**src/design/npcs_pkg.sv**
```systemverilog
// Shared types and constants for the nearest palette color search block.
// No dependencies; every other design file except the macros header refers to it by scoped names.
`default_nettype none

package npcs_pkg;

    localparam int COLOR_W    = 8;
    localparam int ENTRY_W    = 4;
    localparam int COUNT_W    = 5;
    localparam int CFG_IDX_W  = 1;
    localparam int CFG_DATA_W = 8;
    localparam int SQ_W       = 2 * COLOR_W;
    localparam int DIST_W     = SQ_W + 2;

    localparam logic CMD_CLASSIFY = 1'b0;
    localparam logic CMD_LOAD     = 1'b1;

    localparam logic [CFG_IDX_W-1:0] REG_ALPHA_THRESHOLD = 1'd0;
    localparam logic [CFG_IDX_W-1:0] REG_PALETTE_COUNT   = 1'd1;

    typedef struct packed {
        logic               command;
        logic [ENTRY_W-1:0] entry_index;
        logic [COLOR_W-1:0] red;
        logic [COLOR_W-1:0] green;
        logic [COLOR_W-1:0] blue;
        logic [COLOR_W-1:0] alpha;
    } npcs_req_t;

    typedef struct packed {
        logic               matched;
        logic [ENTRY_W-1:0] nearest_idx;
    } npcs_rsp_t;

    // Controller to datapath.
    typedef struct packed {
        logic start;
        logic load_wr;
        logic issue;
        logic finish;
    } npcs_cmd_t;

    // Datapath to controller.
    typedef struct packed {
        logic reject;
        logic last_issue;
        logic pipe_busy;
        logic out_free;
    } npcs_status_t;

endpackage

`default_nettype wire

```
**src/design/npcs_ctrl.sv**
```systemverilog
// Sequencer for the nearest palette color search block.
// Depends on npcs_pkg for the command and status structs.
`default_nettype none

module npcs_ctrl (
    input  wire logic                  clk,
    input  wire logic                  rst_n,
    input  wire logic                  req_valid,
    input  wire logic                  req_command,
    output logic                       req_stall,
    input  wire npcs_pkg::npcs_status_t status,
    output npcs_pkg::npcs_cmd_t        cmd
);

    localparam logic [1:0] ST_IDLE   = 2'd0;
    localparam logic [1:0] ST_SEARCH = 2'd1;
    localparam logic [1:0] ST_DRAIN  = 2'd2;
    localparam logic [1:0] ST_FINISH = 2'd3;

    logic [1:0] state_reg;
    logic [1:0] state_next;
    logic       accept;

    assign req_stall = (state_reg != ST_IDLE);
    assign accept    = req_valid && !req_stall;

    always_comb
    begin
        state_next  = state_reg;
        cmd         = '0;
        cmd.load_wr = accept && (req_command == npcs_pkg::CMD_LOAD);
        unique case (state_reg)
            ST_IDLE:
            begin
                if (accept && (req_command == npcs_pkg::CMD_CLASSIFY))
                begin
                    cmd.start  = 1'b1;
                    state_next = status.reject ? ST_FINISH : ST_SEARCH;
                end
            end
            ST_SEARCH:
            begin
                cmd.issue = 1'b1;
                if (status.last_issue)
                begin
                    state_next = ST_DRAIN;
                end
            end
            ST_DRAIN:
            begin
                if (!status.pipe_busy)
                begin
                    state_next = ST_FINISH;
                end
            end
            ST_FINISH:
            begin
                // hold until the result register can take the transaction
                if (status.out_free)
                begin
                    cmd.finish = 1'b1;
                    state_next = ST_IDLE;
                end
            end
            default:
            begin
                state_next = ST_IDLE;
            end
        endcase
    end

    always_ff @(posedge clk or negedge rst_n)
    begin
        if (!rst_n)
        begin
            state_reg <= ST_IDLE;
        end
        else
        begin
            state_reg <= state_next;
        end
    end

endmodule

`default_nettype wire

```
**src/design/npcs_datapath.sv**
```systemverilog
// Palette memory, config registers, distance pipeline and result register.
// Depends on npcs_pkg; driven by npcs_ctrl through command and status structs.
`default_nettype none

module npcs_datapath #(
    parameter int PALETTE_DEPTH = 16
) (
    input  wire logic                                  clk,
    input  wire logic                                  rst_n,
    input  wire npcs_pkg::npcs_req_t                   req,
    input  wire logic                                  cfg_write,
    input  wire logic [npcs_pkg::CFG_IDX_W-1:0]        cfg_index,
    input  wire logic [npcs_pkg::CFG_DATA_W-1:0]       cfg_data,
    input  wire npcs_pkg::npcs_cmd_t                   cmd,
    output npcs_pkg::npcs_status_t                     status,
    output logic                                       rsp_valid,
    input  wire logic                                  rsp_stall,
    output npcs_pkg::npcs_rsp_t                        rsp
);

    localparam int IDX_W = (PALETTE_DEPTH > 1) ? $clog2(PALETTE_DEPTH) : 1;
    localparam int CNT_W = $clog2(PALETTE_DEPTH + 1);
    localparam int CMP_W = (CNT_W > npcs_pkg::COUNT_W) ? CNT_W : npcs_pkg::COUNT_W;
    localparam int RGB_W = 3 * npcs_pkg::COLOR_W;
    localparam int C_W   = npcs_pkg::COLOR_W;

    logic [npcs_pkg::COLOR_W-1:0] alpha_thr_reg;
    logic [npcs_pkg::COUNT_W-1:0] count_cfg_reg;

    logic [RGB_W-1:0] palette_mem_reg [PALETTE_DEPTH];

    logic [C_W-1:0]   pix_r_reg;
    logic [C_W-1:0]   pix_g_reg;
    logic [C_W-1:0]   pix_b_reg;
    logic             matched_reg;
    logic [CNT_W-1:0] cnt_reg;
    logic [CNT_W-1:0] addr_reg;

    logic             v1_reg;
    logic [IDX_W-1:0] idx1_reg;
    logic [RGB_W-1:0] rd_reg;

    logic                          v2_reg;
    logic [IDX_W-1:0]              idx2_reg;
    logic [npcs_pkg::SQ_W-1:0]     sq_r_reg;
    logic [npcs_pkg::SQ_W-1:0]     sq_g_reg;
    logic [npcs_pkg::SQ_W-1:0]     sq_b_reg;

    logic                          first_reg;
    logic [npcs_pkg::DIST_W-1:0]   best_dist_reg;
    logic [IDX_W-1:0]              best_idx_reg;

    logic                          out_valid_reg;
    npcs_pkg::npcs_rsp_t           out_reg;

    logic [CMP_W-1:0]              count_ext;
    logic [CMP_W-1:0]              depth_ext;
    logic [CMP_W-1:0]              entry_ext;
    logic [CMP_W-1:0]              cnt_sat;
    logic [CNT_W-1:0]              cnt_use;
    logic [C_W-1:0]                diff_r;
    logic [C_W-1:0]                diff_g;
    logic [C_W-1:0]                diff_b;
    logic [C_W-1:0]                mem_r;
    logic [C_W-1:0]                mem_g;
    logic [C_W-1:0]                mem_b;
    logic [npcs_pkg::DIST_W-1:0]   dist_sum;
    logic [IDX_W+npcs_pkg::ENTRY_W-1:0] best_ext;

    // Config writes
    always_ff @(posedge clk or negedge rst_n)
    begin
        if (!rst_n)
        begin
            alpha_thr_reg <= '0;
            count_cfg_reg <= '0;
        end
        else if (cfg_write)
        begin
            unique case (cfg_index)
                npcs_pkg::REG_ALPHA_THRESHOLD: alpha_thr_reg <= cfg_data;
                npcs_pkg::REG_PALETTE_COUNT:   count_cfg_reg <= cfg_data[npcs_pkg::COUNT_W-1:0];
                default:
                begin
                end
            endcase
        end
    end

    assign count_ext = CMP_W'(count_cfg_reg);
    assign depth_ext = CMP_W'(PALETTE_DEPTH);
    assign entry_ext = CMP_W'(req.entry_index);
    assign cnt_sat   = (count_ext > depth_ext) ? depth_ext : count_ext;
    assign cnt_use   = cnt_sat[CNT_W-1:0];

    assign status.reject     = (cnt_use == '0) || (req.alpha < alpha_thr_reg);
    assign status.last_issue = (addr_reg == cnt_reg - CNT_W'(1));
    assign status.pipe_busy  = v1_reg || v2_reg;
    assign status.out_free   = !out_valid_reg || !rsp_stall;

    // Palette memory: one write port for loads, one registered read for the search
    always_ff @(posedge clk)
    begin
        if (cmd.load_wr && (entry_ext < depth_ext))
        begin
            palette_mem_reg[entry_ext[IDX_W-1:0]] <= {req.red, req.green, req.blue};
        end
        if (cmd.issue)
        begin
            rd_reg <= palette_mem_reg[addr_reg[IDX_W-1:0]];
        end
    end

    // Pixel and search bookkeeping
    always_ff @(posedge clk)
    begin
        if (cmd.start)
        begin
            pix_r_reg   <= req.red;
            pix_g_reg   <= req.green;
            pix_b_reg   <= req.blue;
            matched_reg <= !status.reject;
            cnt_reg     <= cnt_use;
        end
    end

    always_ff @(posedge clk or negedge rst_n)
    begin
        if (!rst_n)
        begin
            addr_reg <= '0;
            v1_reg   <= 1'b0;
            v2_reg   <= 1'b0;
        end
        else
        begin
            if (cmd.start)
            begin
                addr_reg <= '0;
            end
            else if (cmd.issue)
            begin
                addr_reg <= addr_reg + CNT_W'(1);
            end
            v1_reg <= cmd.issue;
            v2_reg <= v1_reg;
        end
    end

    // Stage 2: per-channel squared differences
    assign mem_r  = rd_reg[3*C_W-1:2*C_W];
    assign mem_g  = rd_reg[2*C_W-1:C_W];
    assign mem_b  = rd_reg[C_W-1:0];
    assign diff_r = (pix_r_reg > mem_r) ? (pix_r_reg - mem_r) : (mem_r - pix_r_reg);
    assign diff_g = (pix_g_reg > mem_g) ? (pix_g_reg - mem_g) : (mem_g - pix_g_reg);
    assign diff_b = (pix_b_reg > mem_b) ? (pix_b_reg - mem_b) : (mem_b - pix_b_reg);

    always_ff @(posedge clk)
    begin
        idx1_reg <= addr_reg[IDX_W-1:0];
        idx2_reg <= idx1_reg;
        sq_r_reg <= npcs_pkg::SQ_W'(diff_r) * npcs_pkg::SQ_W'(diff_r);
        sq_g_reg <= npcs_pkg::SQ_W'(diff_g) * npcs_pkg::SQ_W'(diff_g);
        sq_b_reg <= npcs_pkg::SQ_W'(diff_b) * npcs_pkg::SQ_W'(diff_b);
    end

    // Stage 3: sum and keep the running minimum; strict compare keeps the lowest index on ties
    assign dist_sum = npcs_pkg::DIST_W'(sq_r_reg) + npcs_pkg::DIST_W'(sq_g_reg)
                    + npcs_pkg::DIST_W'(sq_b_reg);

    always_ff @(posedge clk or negedge rst_n)
    begin
        if (!rst_n)
        begin
            first_reg <= 1'b1;
        end
        else if (cmd.start)
        begin
            first_reg <= 1'b1;
        end
        else if (v2_reg)
        begin
            first_reg <= 1'b0;
        end
    end

    always_ff @(posedge clk)
    begin
        if (cmd.start)
        begin
            best_idx_reg <= '0;
        end
        else if (v2_reg && (first_reg || (dist_sum < best_dist_reg)))
        begin
            best_dist_reg <= dist_sum;
            best_idx_reg  <= idx2_reg;
        end
    end

    assign best_ext = {npcs_pkg::ENTRY_W'(0), best_idx_reg};

    // Result register
    always_ff @(posedge clk or negedge rst_n)
    begin
        if (!rst_n)
        begin
            out_valid_reg <= 1'b0;
        end
        else if (cmd.finish)
        begin
            out_valid_reg <= 1'b1;
        end
        else if (!rsp_stall)
        begin
            out_valid_reg <= 1'b0;
        end
    end

    always_ff @(posedge clk)
    begin
        if (cmd.finish)
        begin
            out_reg.matched     <= matched_reg;
            out_reg.nearest_idx <= matched_reg ? best_ext[npcs_pkg::ENTRY_W-1:0] : '0;
        end
    end

    assign rsp_valid = out_valid_reg;
    assign rsp       = out_reg;

endmodule

`default_nettype wire

```
**src/design/nearest_palette_color_search_top.sv**
```systemverilog
// Nearest palette color search: a palette of RGB entries is loaded one entry per
// load transaction; a classify transaction returns the index of the closest entry by
// squared RGB distance (lowest index on ties), or an unmatched result when the palette
// count is zero or the pixel alpha is below the threshold. A load gives no result and
// does not hold off the next transaction. A rejected classify skips the search, goes
// straight to the finish step and takes the next transaction once its result is moved
// into the output register. A searched classify compares one palette entry per cycle,
// with N = min(palette_count, PALETTE_DEPTH) entries searched: the N reads, then a
// drain of the read, square and compare stages, and last the move of the result into
// the output register, before the next transaction is taken. A finished result waits in
// the output register, so the next transaction is taken while the previous result is
// still stalled; a later finished result waits until that register is free.
// Unloaded entries below the count read as garbage.
`default_nettype none

module nearest_palette_color_search_top #(
    parameter int PALETTE_DEPTH = 16
) (
    input  wire logic                             clk,
    input  wire logic                             rst_n,
    input  wire logic                             req_valid,
    output logic                                  req_stall,
    input  wire npcs_pkg::npcs_req_t              req,
    output logic                                  rsp_valid,
    input  wire logic                             rsp_stall,
    output npcs_pkg::npcs_rsp_t                   rsp,
    input  wire logic                             cfg_valid,
    output logic                                  cfg_ready,
    input  wire logic [npcs_pkg::CFG_IDX_W-1:0]   cfg_index,
    input  wire logic [npcs_pkg::CFG_DATA_W-1:0]  cfg_data
);

    npcs_pkg::npcs_cmd_t    cmd;
    npcs_pkg::npcs_status_t status;

    assign cfg_ready = 1'b1;

    npcs_ctrl u_ctrl (
        .clk         (clk),
        .rst_n       (rst_n),
        .req_valid   (req_valid),
        .req_command (req.command),
        .req_stall   (req_stall),
        .status      (status),
        .cmd         (cmd)
    );

    npcs_datapath #(
        .PALETTE_DEPTH (PALETTE_DEPTH)
    ) u_datapath (
        .clk       (clk),
        .rst_n     (rst_n),
        .req       (req),
        .cfg_write (cfg_valid && cfg_ready),
        .cfg_index (cfg_index),
        .cfg_data  (cfg_data),
        .cmd       (cmd),
        .status    (status),
        .rsp_valid (rsp_valid),
        .rsp_stall (rsp_stall),
        .rsp       (rsp)
    );

endmodule

`default_nettype wire

```
**config.mk**
```make
export PLATFORM = sky130hd
export DESIGN_NAME = nearest_palette_color_search_top
export DESIGN_NICKNAME = d
export VERILOG_FILES = /design/src/design/npcs_pkg.sv /design/src/design/npcs_ctrl.sv /design/src/design/npcs_datapath.sv /design/src/design/nearest_palette_color_search_top.sv
export SDC_FILE = /design/constraint.sdc
export NUM_CORES = 1
export LEC_CHECK = 0
export BUFFER_PORTS_ARGS = -buffer_cell sky130_fd_sc_hd__buf_2
export CAP_MARGIN = 20
export CORE_MARGIN = 2
export CORE_UTILIZATION = 55
export CTS_BUF_LIST = sky130_fd_sc_hd__clkbuf_4
export DETAILED_ROUTE_END_ITERATION = 7
export GPL_TIMING_DRIVEN = 1
export HOLD_SLACK_MARGIN = 0.05
export PLACE_DENSITY = 0.78
export SETUP_SLACK_MARGIN = 0.3
export SYNTH_ARGS = -nofsm -noshare
export SYNTH_HDL_FRONTEND = slang
export SYNTH_SLANG_ARGS = --single-unit
```
**constraint.sdc**
```tcl
create_clock -name clk -period 8.8 [get_ports clk]
set_clock_uncertainty 0.15 [all_clocks]
set_input_delay 0.44 -clock clk [delete_from_list [all_inputs] [get_ports clk]]
set_output_delay 0.44 -clock clk [all_outputs]
set_load 0.02 [all_outputs]
```
==> impl_metrics.ini <==
[layout]
largest_reg_flops = 384
synthToLayoutAreaGrowth_pct = 12.30
finalNonFillerCells = 2929
drive_gt1_share_pct = 21.17
nets = 2486
final_common_cell = edfxtp_1
final_cell_mix = edfxtp_1 (461), inv_1 (237), ha_1 (196), clkbuf_4 (192), nor2_1 (124)
num-fill-cells = 3748

[setup_path]
cp_slowest_stage_delay_ns = 0.68
worstSetupEndpointType = register
worstSetupPathType = reg -> reg
r2r-start = u_datapath.pix_r_reg[0]
r2r-end = u_datapath.sq_r_reg[15]
worstPathMaxFanout = 11
slowest_stage = xor2_1
worstPathCellList = inv_1 -> ha_1 -> inv_1 -> fa_1 -> nand3_1 -> a21oi_1 -> o32a_1 -> mux2i_1 -> xor2_1 -> or2_2 -> inv_1 -> fa_1 -> fa_1 -> inv_1 -> fa_1 -> fa_1 -> inv_1 -> ha_1 -> or3_1 -> o21ai_0 -> o31ai_1 -> nor2_1 -> a21oi_1 -> xnor2_1
cp_num_buf_inv = 5
cp_top_family = adder cells
worst-r2r-setup-slack_ns = 1.95
worstSetupStartpointType = register
worstPathArrival_ns = 7.50
worstSetupPathDepth = 24
critPathRequiredTime_ns = 9.45
r2r_cells = 24

[yosys]
postSynth.asyncResetShare_pct = 4.428
synth_edf_count = 461
ys_seq_area_share_pct = 55.88
synth_cell_type_count = 73
yosysWarnings = 0
synth-main-ff-cell = edfxtp_1
ys_ff_latch = 542
syn-cell-area_um2 = 27890
syn_avg_cell_area_um2 = 14.47
syn_inst = 1928

[floorplan]
die_w_um = 229.2
rows = 82
coreArea_um2 = 50070
ioPinCount = 59
die_area_um2 = 52530
die_y_um = 229.2
start_util_pct = 55.71

[global_routing]
grt_pass1_wl_um = 90670
antenna_found_initial = 2
grt_use_total_pct = 22.43
overflow = 0
grt_max_degree = 63
grt_pass1_vias = 17610

[worst_hold_path]
hold_path_class = in -> reg
holdCritStartpoint = cfg_data[6]
hold_path_end = u_datapath.alpha_thr_reg[6]
holdPathStages = 4

[cts]
root_buffer = clkbuf_4
cts-hold-fix-buffers = 57
cts_resized = 0
postCtsSetupBuffers = 0
htree_levels = 4
path_clk_slew_ns = 0.07
cts_tree = built
numCtsBuffers = 138
cts.sinks = 542
cts.path.max_buffers = 3
insertion_delay_ns = 0.96

[sta]
fin_crit_ns = 6.855
max_clock_freq_mhz = 145.9
tightest_slew_ns = 1.052
timing.final.crit_share_pct = 77.89
rsz0062_at_grt = no
finalSetupViolCount = 0
slew_headroom_pct = 29.78
fin_ws_ns = 1.945
finalMaxSlewViolations = 0
finalSetupTns_ns = 0
hold_viol_final = 0

[place]
portBuffers = 57
dp_slack_ns = 1.990
place.gp.congestion = 0.8672
dp_cells = 2632
place.detailed.hpwl_um = 36120

[detailed_routing]
wl_per_cell_um = 19.15
ant_nets = 0
vias = 16410
dr.pass1.iters = 6
wirelength_um = 56090
drc = 0
viasPerCell = 5.603
drtIter0Drc = 1404

[job]
cap_violations = 0

[run_status]
status = complete, no violations
==> area by class of cell <==
| class | count | area (um^2) | area share [%] |
|---|---|---|---|
| sequential | 542 | 15600 | 49.79 |
| inverter | 238 | 893.4 | 2.852 |
| timing repair buffer | 140 | 1061 | 3.387 |
| clock inverter | 44 | 239.0 | 0.7629 |
| multi-input combinational | 1097 | 11240 | 35.89 |
| tap | 672 | 840.8 | 2.684 |
| antenna | 4 | 10.01 | 0.03196 |
| clock buffer | 192 | 1441 | 4.602 |
==> Yosys cell counts, types with 8 or more instances <==
cell / count / share of area, %
a21o_1: 42 / 1.1
a21oi_1: 73 / 1.3
and2_1: 10 / 0.22
and3_1: 8 / 0.18
buf_1: 13 / 0.17
clkbuf_1: 25 / 0.34
dfrtp_1: 23 / 2.1
dfxtp_1: 57 / 4.1
edfxtp_1: 461 / 50
fa_1: 82 / 5.9
ha_1: 196 / 8.8
inv_1: 237 / 3.2
mux2i_1: 17 / 0.61
mux4_2: 120 / 9.7
nand2_1: 31 / 0.42
nand2b_1: 15 / 0.34
nand3_1: 25 / 0.45
nand4_1: 13 / 0.29
nor2_1: 137 / 1.8
nor2b_1: 21 / 0.47
nor3_1: 22 / 0.39
o21a_1: 13 / 0.35
o21ai_0: 45 / 0.81
o21bai_1: 11 / 0.30
or2_2: 17 / 0.38
xnor2_1: 69 / 2.2
xor2_1: 27 / 0.85
==> metrics by stage <==
stage | area, um^2 | hold slack (ns) | utilization [%]
after floorplan | 27900 | -0.005591 | -
after global placement | 29050 | 0.1601 | 58.03
after CTS | 31310 | 0.05463 | 62.54
final | 31320 | 0.1619 | 62.56
after global routing | 31320 | 0.09776 | 62.56
after detailed placement | 29050 | 0.1621 | 58.03
==> worst reg2reg max path, stage by stage, from the launching register on <==
cell,delay [ns]
edfxtp_1,0.40
inv_1,0.07
ha_1,0.15
inv_1,0.05
fa_1,0.39
nand3_1,0.12
a21oi_1,0.07
o32a_1,0.50
mux2i_1,0.24
xor2_1,0.68
or2_2,0.27
inv_1,0.07
fa_1,0.51
fa_1,0.55
inv_1,0.06
fa_1,0.50
fa_1,0.54
inv_1,0.04
ha_1,0.33
or3_1,0.36
o21ai_0,0.12
o31ai_1,0.12
nor2_1,0.18
a21oi_1,0.11
xnor2_1,0.13
==> worst max-delay path by stage <==
stage / slack [ns] / start / end
floorplan: 2.42 / u_datapath.pix_b_reg[0] / u_datapath.sq_b_reg[15]
global placement: 2.10 / u_datapath.pix_b_reg[0] / u_datapath.sq_b_reg[15]
detailed placement: 1.99 / u_datapath.pix_b_reg[0] / u_datapath.sq_b_reg[15]
CTS: 1.95 / u_datapath.pix_b_reg[0] / u_datapath.sq_b_reg[15]
global route: 1.43 / u_datapath.pix_r_reg[0] / u_datapath.sq_r_reg[14]
finish: 1.95 / u_datapath.pix_r_reg[0] / u_datapath.sq_r_reg[15]
==> kinds of logic (layout without fill, tap and decap cells) <==
kind of cell,count (synthesis),in the layout,share of synthesized area [%]
muxes,146,146,10.71
other,2,7,0.02693
and+or+nand+nor,326,326,5.684
AOI/OAI and AO/OA,244,244,5.724
DFF,542,542,55.88
buffers and inverters,290,614,4.046
xor gates and xnor gates,100,100,3.248
adders and majority gates,278,278,14.68
==> metal layers <==
layer | routed length [um] | GRT usage [%]
met3 | 3827 | 5.441
met2 | 28230 | 37.34
met5 | 0 | 0
met4 | 1703 | 9.456
met1 | 22330 | 28.23
Power is left out: the tool's default activity adds up to more than one toggle a clock period on the data nets, which glitch-free logic cannot reach.
